**config.mk**
```make
export PLATFORM = sky130hd
export DESIGN_NAME = bounded_span_stack_merge
export DESIGN_NICKNAME = d
export VERILOG_FILES = /design/src/sv/bssm_pkg.sv /design/src/sv/bssm_cmp.sv /design/src/sv/bounded_span_stack_merge.sv
export SDC_FILE = /design/constraint.sdc
export NUM_CORES = 2
export LEC_CHECK = 0
export ABC_AREA = 0
export BUFFER_PORTS_ARGS = -buffer_cell sky130_fd_sc_hd__buf_2
export CAP_MARGIN = 25
export CORE_MARGIN = 2
export CORE_UTILIZATION = 40
export DETAILED_ROUTE_END_ITERATION = 6
export GPL_ROUTABILITY_DRIVEN = 0
export SETUP_SLACK_MARGIN = 0.05
export SLEW_MARGIN = 0
export SYNTH_ARGS = -nofsm -noshare
export SYNTH_HDL_FRONTEND = slang
export SYNTH_SLANG_ARGS = --single-unit
```
**constraint.sdc**
```tcl
create_clock -name clk -period 27.1 [get_ports clk]
set_input_delay 4.065 -clock clk [delete_from_list [all_inputs] [get_ports clk]]
set_output_delay 4.065 -clock clk [all_outputs]
set_load 0.01 [all_outputs]
```
**src/sv/bssm_pkg.sv**
```systemverilog
package bssm_pkg;

  localparam int MaxSpans   = 8;
  localparam int HeightBits = 24;
  localparam int FieldBits  = 24;
  localparam int CountBits  = 4;

  typedef enum logic [1:0] {
    OP_PUSH     = 2'd0,
    OP_SIMPLIFY = 2'd1,
    OP_READ     = 2'd2,
    OP_CLEAR    = 2'd3
  } op_t;

  localparam logic CFG_MERGE_GAP = 1'b0;
  localparam logic CFG_THICKNESS = 1'b1;

  typedef struct packed {
    logic [1:0]                  op;
    logic signed [FieldBits-1:0] span_top;
    logic signed [FieldBits-1:0] span_bottom;
    logic [15:0]                 span_normal;
    logic [7:0]                  span_shade;
    logic [15:0]                 span_material;
    logic [7:0]                  span_marks;
  } in_item_t;

  typedef struct packed {
    logic signed [FieldBits-1:0] res_top;
    logic signed [FieldBits-1:0] res_bottom;
    logic [15:0]                 res_normal;
    logic [7:0]                  res_shade;
    logic [15:0]                 res_material;
    logic [7:0]                  res_marks;
    logic [CountBits-1:0]        res_count;
    logic                        res_valid;
    logic                        res_last;
  } out_item_t;

  // Sequencer states.
  typedef enum logic [3:0] {
    ST_IDLE,
    ST_SORT,
    ST_GAP,
    ST_DECIDE,
    ST_SHIFT,
    ST_SIMP_MERGE,
    ST_SIMP_THIN,
    ST_READ,
    ST_DONE
  } state_t;

  // Where the sort goes when it finishes.
  typedef enum logic [1:0] {
    AFT_GAP,
    AFT_DONE,
    AFT_SIMP
  } after_t;

endpackage

```
**src/sv/bssm_cmp.sv**
```systemverilog
// Shared arithmetic unit: one exact signed subtract and its compares.
module bssm_cmp #(
  parameter int HEIGHT_BITS = bssm_pkg::HeightBits
) (
  input  logic signed [HEIGHT_BITS-1:0] a,
  input  logic signed [HEIGHT_BITS-1:0] b,
  input  logic signed [HEIGHT_BITS:0]   lim,
  output logic signed [HEIGHT_BITS:0]   diff,
  output logic                          a_lt_b,
  output logic                          le_lim,
  output logic                          ge_lim
);
  // The difference is one bit wider so it never wraps.
  assign diff   = {a[HEIGHT_BITS-1], a} - {b[HEIGHT_BITS-1], b};
  assign a_lt_b = diff[HEIGHT_BITS];
  assign le_lim = diff <= lim;
  assign ge_lim = diff >= lim;
endmodule

```
**src/sv/bounded_span_stack_merge.sv**
```systemverilog
// Bounded span stack with merging. Up to MAX_SPANS spans (signed Q16.8 top and bottom plus
// top-surface attributes) sit in a small register store. One item is taken at a time, and the
// input stalls until the last result of that item has been accepted. A push with room and a
// clear go to the done state and then present their one status result from the output
// register. A read out gives one result per stored span, one per cycle while the output is
// not stalled, or one status result when the store is empty. A push into a full store and a
// simplify run a sequencer around one shared subtract/compare unit. The sort is an insertion
// sort with one compare per cycle. A full push then scans the MAX_SPANS-1 gaps and decides.
// It either merges the new span into the lowest one, or merges the closest pair, closes the
// hole and sorts again, where only the new span moves. A simplify runs a sort, one merge pass
// and one thin-span pass.
module bounded_span_stack_merge #(
  parameter int MAX_SPANS   = bssm_pkg::MaxSpans,
  parameter int HEIGHT_BITS = bssm_pkg::HeightBits
) (
  input  logic                 clk,
  input  logic                 rst_n,
  input  logic                 in_valid,
  output logic                 in_stall,
  input  bssm_pkg::in_item_t   in_data,
  output logic                 out_valid,
  input  logic                 out_stall,
  output bssm_pkg::out_item_t  out_data,
  input  logic                 cfg_valid,
  output logic                 cfg_ready,
  input  logic                 cfg_index,
  input  logic [23:0]          cfg_data
);
  localparam int IW = $clog2(MAX_SPANS);
  localparam int CW = $clog2(MAX_SPANS + 1);
  localparam int FB = bssm_pkg::FieldBits;
  localparam int HW = HEIGHT_BITS;
  localparam logic [CW-1:0] FULL = CW'(MAX_SPANS);

  typedef struct packed {
    logic signed [HW-1:0] top;
    logic signed [HW-1:0] bottom;
    logic [39:0]          attr;
    logic [7:0]           flags;
  } span_t;

  // Span store: fixed registers, no reset.
  span_t store_r [MAX_SPANS];
  logic [CW-1:0] count_r;
  logic signed [HW:0] gap_lim_r, thk_lim_r;

  bssm_pkg::state_t state_r, state_nxt;
  bssm_pkg::after_t after_r;
  logic [CW-1:0] i_r, j_r, w_r, best_r;
  logic signed [HW:0] min_gap_r;
  span_t key_r, in_span_r;
  span_t in_span;
  bssm_pkg::out_item_t out_data_nxt;
  logic emit_now;

  assign cfg_ready = 1'b1;
  assign in_stall  = (state_r != bssm_pkg::ST_IDLE) || out_valid;

  // Incoming item as a span.
  always_comb begin
    in_span.top    = HW'(in_data.span_top);
    in_span.bottom = HW'(in_data.span_bottom);
    in_span.attr   = {in_data.span_material, in_data.span_shade, in_data.span_normal};
    in_span.flags  = in_data.span_marks;
  end

  // Combine src into dst.
  function automatic span_t combine(span_t d, span_t s);
    span_t r;
    r = d;
    if (s.top > d.top) begin
      r.top = s.top;
      r.attr = s.attr;
      r.flags[0] = s.flags[0];
    end
    if (s.bottom < d.bottom) begin
      r.bottom = s.bottom;
      r.flags[1] = s.flags[1];
    end
    r.flags[2] = 1'b1;
    return r;
  endfunction

  // Operand selection for the shared unit.
  logic signed [HW-1:0] cmp_a, cmp_b;
  logic signed [HW:0]   cmp_lim, cmp_diff;
  logic                 cmp_lt, cmp_le, cmp_ge;
  span_t jm1, rd_span, wm1;
  assign jm1 = store_r[IW'(j_r - CW'(1))];
  assign rd_span = store_r[IW'(i_r)];
  assign wm1 = store_r[IW'(w_r - CW'(1))];

  always_comb begin
    cmp_a = jm1.top;
    cmp_b = key_r.top;
    cmp_lim = gap_lim_r;
    unique case (state_r)
      bssm_pkg::ST_GAP: begin
        cmp_a = store_r[IW'(i_r)].bottom;
        cmp_b = store_r[IW'(i_r + CW'(1))].top;
      end
      bssm_pkg::ST_DECIDE: begin
        cmp_a = store_r[IW'(count_r - CW'(1))].bottom;
        cmp_b = in_span_r.top;
      end
      bssm_pkg::ST_SIMP_MERGE: begin
        cmp_a = wm1.bottom;
        cmp_b = rd_span.top;
      end
      bssm_pkg::ST_SIMP_THIN: begin
        cmp_a = rd_span.top;
        cmp_b = rd_span.bottom;
        cmp_lim = thk_lim_r;
      end
      default: begin
        cmp_a = jm1.top;
        cmp_b = key_r.top;
      end
    endcase
  end

  bssm_cmp #(.HEIGHT_BITS(HW)) u_cmp (
    .a(cmp_a), .b(cmp_b), .lim(cmp_lim), .diff(cmp_diff),
    .a_lt_b(cmp_lt), .le_lim(cmp_le), .ge_lim(cmp_ge)
  );

  // Next state.
  always_comb begin
    state_nxt = state_r;
    unique case (state_r)
      bssm_pkg::ST_IDLE:
        if (in_valid && !in_stall) begin
          unique case (bssm_pkg::op_t'(in_data.op))
            bssm_pkg::OP_PUSH:
              state_nxt = (count_r < FULL) ? bssm_pkg::ST_DONE : bssm_pkg::ST_SORT;
            bssm_pkg::OP_SIMPLIFY:
              state_nxt = (count_r == '0) ? bssm_pkg::ST_DONE : bssm_pkg::ST_SORT;
            bssm_pkg::OP_READ:
              state_nxt = (count_r == '0) ? bssm_pkg::ST_DONE : bssm_pkg::ST_READ;
            default: state_nxt = bssm_pkg::ST_DONE;
          endcase
        end
      bssm_pkg::ST_SORT:
        if (i_r >= count_r) begin
          unique case (after_r)
            bssm_pkg::AFT_GAP:  state_nxt = bssm_pkg::ST_GAP;
            bssm_pkg::AFT_SIMP: state_nxt = bssm_pkg::ST_SIMP_MERGE;
            default:            state_nxt = bssm_pkg::ST_DONE;
          endcase
        end
      bssm_pkg::ST_GAP:
        if (i_r + CW'(2) >= count_r) state_nxt = bssm_pkg::ST_DECIDE;
      bssm_pkg::ST_DECIDE:
        state_nxt = (!cmp_diff[HW] && cmp_diff < min_gap_r) ? bssm_pkg::ST_DONE
                                                            : bssm_pkg::ST_SHIFT;
      bssm_pkg::ST_SHIFT:
        if (i_r + CW'(1) >= count_r) state_nxt = bssm_pkg::ST_SORT;
      bssm_pkg::ST_SIMP_MERGE:
        if (i_r + CW'(1) >= count_r) state_nxt = bssm_pkg::ST_SIMP_THIN;
      bssm_pkg::ST_SIMP_THIN:
        if (i_r + CW'(1) >= count_r) state_nxt = bssm_pkg::ST_DONE;
      bssm_pkg::ST_READ:
        if (!out_valid || !out_stall)
          if (i_r + CW'(1) >= count_r) state_nxt = bssm_pkg::ST_IDLE;
      bssm_pkg::ST_DONE:
        if (!out_valid || !out_stall) state_nxt = bssm_pkg::ST_IDLE;
      default: state_nxt = bssm_pkg::ST_IDLE;
    endcase
  end

  always_ff @(posedge clk) begin
    if (!rst_n) state_r <= bssm_pkg::ST_IDLE;
    else        state_r <= state_nxt;
  end

  // Result contents: a stored span while reading out, a status result otherwise.
  assign emit_now = (state_r == bssm_pkg::ST_READ) || (state_r == bssm_pkg::ST_DONE);

  always_comb begin
    out_data_nxt = '0;
    out_data_nxt.res_count = bssm_pkg::CountBits'(count_r);
    if (state_r == bssm_pkg::ST_READ) begin
      out_data_nxt.res_top      = FB'(rd_span.top);
      out_data_nxt.res_bottom   = FB'(rd_span.bottom);
      out_data_nxt.res_normal   = rd_span.attr[15:0];
      out_data_nxt.res_shade    = rd_span.attr[23:16];
      out_data_nxt.res_material = rd_span.attr[39:24];
      out_data_nxt.res_marks    = rd_span.flags;
      out_data_nxt.res_valid    = 1'b1;
      out_data_nxt.res_last     = (i_r + CW'(1) >= count_r);
    end else begin
      out_data_nxt.res_last = 1'b1;
    end
  end

  // Output register.
  always_ff @(posedge clk) begin
    if (!rst_n) begin
      out_valid <= 1'b0;
    end else if (!out_valid || !out_stall) begin
      out_valid <= emit_now;
      if (emit_now) out_data <= out_data_nxt;
    end
  end

  // Configuration registers.
  always_ff @(posedge clk) begin
    if (!rst_n) begin
      gap_lim_r <= '0;
      thk_lim_r <= '0;
    end else if (cfg_valid && cfg_ready) begin
      if (cfg_index == bssm_pkg::CFG_MERGE_GAP)
        gap_lim_r <= (HW+1)'($signed(cfg_data));
      else
        thk_lim_r <= (HW+1)'($signed(cfg_data));
    end
  end

  // Datapath and counters.
  always_ff @(posedge clk) begin
    if (!rst_n) begin
      count_r <= '0;
      i_r <= '0;
      j_r <= '0;
      w_r <= '0;
      best_r <= '0;
      after_r <= bssm_pkg::AFT_DONE;
    end else begin
      unique case (state_r)
        bssm_pkg::ST_IDLE:
          if (in_valid && !in_stall) begin
            in_span_r <= in_span;
            j_r <= CW'(1);
            key_r <= store_r[IW'(CW'(1))];
            after_r <= (in_data.op == bssm_pkg::OP_PUSH) ? bssm_pkg::AFT_GAP
                                                         : bssm_pkg::AFT_SIMP;
            unique case (bssm_pkg::op_t'(in_data.op))
              bssm_pkg::OP_PUSH:
                if (count_r < FULL) begin
                  store_r[IW'(count_r)] <= in_span;
                  count_r <= count_r + CW'(1);
                  i_r <= '0;
                end else begin
                  i_r <= CW'(1);
                end
              bssm_pkg::OP_SIMPLIFY: i_r <= CW'(1);
              bssm_pkg::OP_CLEAR: begin
                count_r <= '0;
                i_r <= '0;
              end
              default: i_r <= '0;
            endcase
          end
        // Insertion sort, one compare per cycle; i is the key index.
        bssm_pkg::ST_SORT:
          if (i_r < count_r) begin
            if (j_r != '0 && cmp_lt) begin
              store_r[IW'(j_r)] <= jm1;
              j_r <= j_r - CW'(1);
            end else begin
              store_r[IW'(j_r)] <= key_r;
              i_r <= i_r + CW'(1);
              j_r <= i_r + CW'(1);
              key_r <= store_r[IW'(i_r + CW'(1))];
            end
          end else begin
            i_r <= (after_r == bssm_pkg::AFT_SIMP) ? CW'(1) : '0;
            w_r <= CW'(1);
            best_r <= '0;
          end
        // Gap scan for the closest adjacent pair.
        bssm_pkg::ST_GAP: begin
          if (i_r == '0 || cmp_diff < min_gap_r) begin
            min_gap_r <= cmp_diff;
            best_r <= i_r;
          end
          i_r <= i_r + CW'(1);
        end
        bssm_pkg::ST_DECIDE:
          if (!cmp_diff[HW] && cmp_diff < min_gap_r) begin
            store_r[IW'(count_r - CW'(1))] <=
              combine(store_r[IW'(count_r - CW'(1))], in_span_r);
          end else begin
            store_r[IW'(best_r)] <=
              combine(store_r[IW'(best_r)], store_r[IW'(best_r + CW'(1))]);
            i_r <= best_r + CW'(1);
          end
        // Close the hole and put the new span last.
        bssm_pkg::ST_SHIFT: begin
          if (i_r + CW'(1) < count_r) begin
            store_r[IW'(i_r)] <= store_r[IW'(i_r + CW'(1))];
            i_r <= i_r + CW'(1);
          end else begin
            store_r[IW'(count_r - CW'(1))] <= in_span_r;
            i_r <= CW'(1);
            j_r <= CW'(1);
            // With two slots the new span itself is the first key.
            key_r <= (count_r == CW'(2)) ? in_span_r : store_r[IW'(CW'(1))];
            after_r <= bssm_pkg::AFT_DONE;
          end
        end
        // Merge pass: i reads, w writes.
        bssm_pkg::ST_SIMP_MERGE: begin
          if (i_r < count_r) begin
            if (cmp_le) store_r[IW'(w_r - CW'(1))] <= combine(wm1, rd_span);
            else        store_r[IW'(w_r)] <= rd_span;
          end
          if (i_r + CW'(1) >= count_r) begin
            count_r <= (i_r < count_r && !cmp_le) ? w_r + CW'(1) : w_r;
            i_r <= CW'(1);
            w_r <= CW'(1);
          end else begin
            i_r <= i_r + CW'(1);
            if (!cmp_le) w_r <= w_r + CW'(1);
          end
        end
        // Thin span removal, the first span always stays.
        bssm_pkg::ST_SIMP_THIN: begin
          if (i_r < count_r) begin
            if (cmp_ge) begin
              store_r[IW'(w_r)] <= rd_span;
              w_r <= w_r + CW'(1);
            end
          end
          if (i_r + CW'(1) >= count_r) begin
            if (i_r < count_r) count_r <= cmp_ge ? w_r + CW'(1) : w_r;
            else count_r <= w_r;
          end
          i_r <= i_r + CW'(1);
        end
        bssm_pkg::ST_READ:
          if (!out_valid || !out_stall) i_r <= i_r + CW'(1);
        default: ;
      endcase
    end
  end

endmodule

```
; Yosys cells after proc, flatten, opt, wreduce, memory -nomap -nowiden
; Memories as Yosys holds them, arrays and structs flattened. A register that Yosys moved wholly into a read port is not among the register bits.
; Cells that the tools add are included.
; W data, S select, Z words.
[totals]
mem_bits_rw = 768
ff_bits = 394
n_memories = 1
output_inout_bits = 105
inputBits = 128
[memory_table]
columns = memory, depth, word_bits, read_ports, rd_clocked_by_memory_dff, wr, line_no
row1 = store_r, 8, 96, 8, 2, 1, bounded_span_stack_merge.sv:43  ; span_t store_r [MAX_SPANS];
[classes]
mux = 199
n_eq_ne = 32
n_reduce_logical = 46
add_sub_neg = 9
magnitude_cmp = 15
n_bitwise = 4
[ops]
columns = cell, count
row1 = $mux W96, 14
row2 = $mux W24, 26
row3 = $reduce_or A96 Y1, 6
row4 = $mux W40, 13
row5 = $pmux W96 S3, 1
row6 = $pmux W24 S4, 2
row7 = $mux W4, 36
row8 = $mux W1, 82
row9 = $gt A24 B24 Y1, 3
row10 = $lt A24 B24 Y1, 3
row11 = $pmux W4 S3, 4
row12 = $pmux W4 S9, 1
row13 = $pmux W4 S2, 4
row14 = $mux W3, 10
row15 = $pmux W4 S7, 1
row16 = $ge A25 B25 Y1, 1
row17 = $le A25 B25 Y1, 1
row18 = $lt A25 B25 Y1, 1
row19 = $mux W25, 1
row20 = $sub A24 B24 Y25, 1
row21 = $ne A2 B2 Y1 const B, 12
row22 = $reduce_and A3 Y1, 6
row23 = $add A4 B1 Y4 const B, 4
row24 = $eq A4 B3 Y1 const B, 4
row25 = 33 further kinds, 68

; Depth between registers and ports, before layout
; An unclocked memory read counts as a cell.
[depth]
depth_word = 18
ltp_mapped = 40
mapped_depth_nobuf = 30

; By module
; Synthesis repeated with hierarchy kept, for this count alone.
[unflattened]
cells_unflattened = 6931
hier_area_um2 = 92655.1
[modules_own_cells]
columns = module, instances, cells_per_inst, area_each_um2
row1 = bounded_span_stack_merge, 1, 6649, 90668.2
row2 = bssm_cmp, 1, 282, 1986.9

; Worst setup path before layout
; OpenSTA, ideal clock, no wires.
[synth_timing]
path_kind = reg2reg
from = register count_r[0]
to = memory store_r[6][0] (netlist name) (enable)
setup_time_ps = 690
slack_ps = 10690
arrival_time_ps = 15720
required_time_ps = 26410
stages_incl_launch_ff = 37
cell_sequence = dfxtp_1 > buf_2 > buf_2 > buf_2 > buf_1 > inv_1 > ha_1 > clkbuf_1 > clkbuf_1 > buf_1 > mux4_2 > mux2i_1 > o21ai_0 > a2111oi_0 > a21oi_1 > ha_1 > a21o_1 > a211o_1 > or4_1 > a311oi_1 > o21bai_1 > a31oi_1 > o221ai_1 > a21boi_1 > o21bai_1 > xor2_1 > ha_1 > nand4_1 > nor4_1 > nand3_1 > o21ai_0 > o21a_1 > a21boi_0 > nor2_1 > o221ai_1 > nor3_1 > nor3b_1
[synth_between]
word_cells_on_any_way = 81
cone_classes = 2 x add/sub / 6 x order compare / 60 x mux / 3 x bitwise / 9 x reduce/logical / 1 x memory
[synth_lines]
columns = item, line_no
row1 = "start, declared", bounded_span_stack_merge.sv:44  ; logic [CW-1:0] count_r;
row2 = "start signal, assigned", bounded_span_stack_merge.sv:241  ; count_r <= count_r + CW'(1);
row3 = "start signal, assigned", bounded_span_stack_merge.sv:309  ; count_r <= (i_r < count_r && !cmp_le) ? w_r + CW'(1) : w_r;
row4 = "start signal, assigned", bounded_span_stack_merge.sv:326  ; if (i_r < count_r) count_r <= cmp_ge ? w_r + CW'(1) : w_r;
row5 = $sub A3 B1 Y3 *, bounded_span_stack_merge.sv:103  ; cmp_a = store_r[IW'(count_r - CW'(1))].bottom;
row6 = $mem_v2 Z8 W96 *, -
row7 = $pmux W24 S4 *, bounded_span_stack_merge.sv:97  ; unique case (state_r)
row8 = $sub A24 B24 Y25 *, bssm_cmp.sv:14  ; assign diff = {a[HEIGHT_BITS-1], a} - {b[HEIGHT_BITS-1], b};
row9 = named net cmp_diff[23], bounded_span_stack_merge.sv:86  ; logic signed [HW:0] cmp_lim, cmp_diff;
row10 = $lt A25 B25 Y1, bounded_span_stack_merge.sv:280  ; if (!cmp_diff[HW] && cmp_diff < min_gap_r) begin
row11 = $logic_and A1 B1 Y1, bounded_span_stack_merge.sv:280
row12 = $mux W1, bounded_span_stack_merge.sv:280
row13 = $mux W1, bounded_span_stack_merge.sv:229  ; unique case (state_r)
row14 = $mux W1, bounded_span_stack_merge.sv:221  ; if (!rst_n) begin
row15 = $mux W1 (implied by the code), bounded_span_stack_merge.sv:281  ; store_r[IW'(count_r - CW'(1))] <=
row16 = $or A1 B1 Y1 (no line), -
row17 = $reduce_or A96 Y1 (no line), -
row18 = $mux W3 (no line) / $mux W1 (equally long branches) (5 in series), -
row19 = "end, declared", bounded_span_stack_merge.sv:43
; The timed path passes the listed nets; every way through them passes the cells marked *.

==> metrics.cfg <==
[setup_path]
critPathKind = reg2reg
crit_path_end_kind = flip-flop
arrival_ps = 14720
path_max_fanout = 57
timing.critical_path.mode_cell = buf_4
slowest_stage = buf_4
required_ps = 27540
critPathMaxStageDelay_ps = 980
startpoint_type = flip-flop

[cts]
cts_buffer_depth = 3
hold_buffers = 0
post-cts-setup-buffers = 0
post_cts_resized = 0
cts_buffers = 147
cts_tree = built
clock-root-buffer = clkbuf_16
clk_pin_slew_ps = 60
htreeDepth = 4
numClockSinks = 1168
clkLatencyLatePin_ps = 860

[finish]
final_cell_mix = 1326 x mux4_2, 1087 x edfxtp_1, 585 x mux2i_1
fin_area_um2 = 102000
fin_cells = 9909
post-route-util_pct = 44.4
final_common_cell = mux4_2
fillers = 20300
nets = 7126
drive_gt1_share_pct = 32.2
areaGrowthSynthToFinish_pct = 10.6

[sta]
hold_ws_ps = 457
worst_pin_slew_ps = 1410
fin_crit_ps = 14280
final.setup.tns_ps = 0
fmax_ghz = 0.0700
report.final.slew_viol_count = 0
hold_violations = 0
fin_crit_sh_pct = 52.7
rsz0062_at_grt = false
setup_violations = 0
relSlewSlack_pct = 6.00
skew_ps = 48.2

[synth]
muxShareOfSynthArea_pct = 40.4
synth_fa_ha_area_share_pct = 3.26
synth_top_family_by_area = multiplexers
ys.flop_type = edfxtp_1
syn-cell-area_um2 = 92300
synth_cell_types = 86
synthCells = 6807
synth_area_leader_cell = edfxtp_1
synth-simple-area-share_pct = 5.88
ys_seq_elements = 1168
synth_edf_count = 1087
synth_compound_area_share_pct = 9.83
ys_warn_count = 0
synth_top_cell_area_share_pct = 35.4
synth_nets = 7175
async_reset_ff_share_pct = 0
yosysSeqAreaShare_pct = 37.1
syn_avg_cell_area_um2 = 13.6
yosys-top-cells-area = edfxtp_1 35%, mux4_2 32%, mux2i_1 6.4%, ha_1 3.2%, nor2_1 1.8%
synthXorXnorAreaFrac_pct = 0.331

[drt]
antenna_left = 0
wire_per_inst_um = 38.8
dr_total_vias = 74600
totalWireLength_mm = 384
post-route-drc-count = 0
viasPerCell = 7.53
first_pass_iters = 6
drtIter0Drc = 12200

[global_route]
grt_pass1_vias = 71900
antenna_found_initial = 23
grt_pass1_wl_mm = 542
track_usage_pct = 32.0
grt_max_degree = 126
grt_overflow = 0

[run]
max_cap_violations = 0

[floorplanning]
fp.dieW_um = 484
die_h_um = 484
core_area_um2 = 230000
die_area_um2 = 235000
pin_count = 233
start_util_pct = 40.2
rows = 176

[placed_design]
dp_cells = 9619
port_buffers = 231
dp_hpwl_mm = 228
postPlaceCellArea_um2 = 96800

[power]
p_leak_uw = 0.0330
powerDensity_nw_per_um2 = 125
ir_drop_mv = 0.143

[hold_path]
holdCritPathClass = reg2reg

[status]
status = finished, final reports clean

==> power breakdown <==
group / leakage [uW] / switching, uW / internal, uW
Combinational: 0.0200 / 4920 / 2960
Sequential: 0.0105 / 295 / 2460
Clock: 0.00243 / 868 / 1230
==> layer usage <==
| metal | vias to the layer above | share of wire [%] | global-route usage (%) |
|---|---|---|---|
| li1 | 28400 | - | - |
| met1 | 37300 | 35 | 41.3 |
| met5 | - | 0.050 | 0 |
| met3 | 1612 | 16 | 12.3 |
| met2 | 7226 | 42 | 45.3 |
| met4 | 26 | 7.3 | 19.3 |
==> registers in the layout, summed over array words and instances (netlist names), 24 cells and up, named ones only <==
register and count:
store_r 768, out_data 102, in_span_r 96, key_r 96, min_gap_r 25, gap_lim_r 24, thk_lim_r 24
==> area by class of cell <==
cell class | count | area, um^2 | area share [%]
multi-input cells | 4893 | 55500 | 54.4
flip-flops and latches | 1168 | 34300 | 33.6
clock buffers | 166 | 3840 | 3.77
well taps | 3026 | 3790 | 3.71
repair buffers | 443 | 3030 | 2.97
clock inverters | 101 | 1180 | 1.16
inverters | 105 | 394 | 0.386
diodes | 7 | 17.5 | 0.0172
==> final timing paths <==
check	start	to	slack, ps	cells past startpoint
setup / recovery	flip-flop	store_r[4][14]	12820	29
hold / removal	thk_lim_r[23]	thk_lim_r[23]	460	2
setup reg to reg	flip-flop	store_r[4][14]	12820	29
hold reg to reg	thk_lim_r[23]	thk_lim_r[23]	460	2
==> critical path: cells and delay by family (launching register included) <==
family	cells	cell delay, ps
AO/OA/AOI/OAI	13	3480
XOR/XNOR	1	140
adder cells (fa/ha/maj)	2	700
buffers and inverters	6	5110
flip-flops	1	890
multiplexers	2	820
AND/OR/NAND/NOR	5	2450
==> cell families (layout without fill, tap and decap cells) <==
group           count (synthesis)  after routing
mux                          2046           2046
compound gates               1346           1346
simple gates                 1226           1226
flops                        1168           1168
buf+inv                       746            815
fa+ha+maj                     240            240
xor+xnor                       34             34
other cells                     1              8
==> metrics by stage <==
stage | total power [uW] | worst slack, ps
floorplan | 7720 | 10690
detailed placement | 10300 | 13330
global route | 13100 | 12510
global placement | 10200 | 13460
finish | 12700 | 12820
CTS | 12400 | 13300
==> Yosys cell counts (all sizes together), types with 104 or more instances <==
cell type,number
a21oi,291
ha,239
inv,104
mux4,1326
clkbuf,373
a211oi,186
nor2,444
mux2i,588
buf,268
a22oi,127
o21ai,244
edfxtp,1087
nand2,434
mux2,132
No activity file was read; power rests on OpenSTA's default activity.
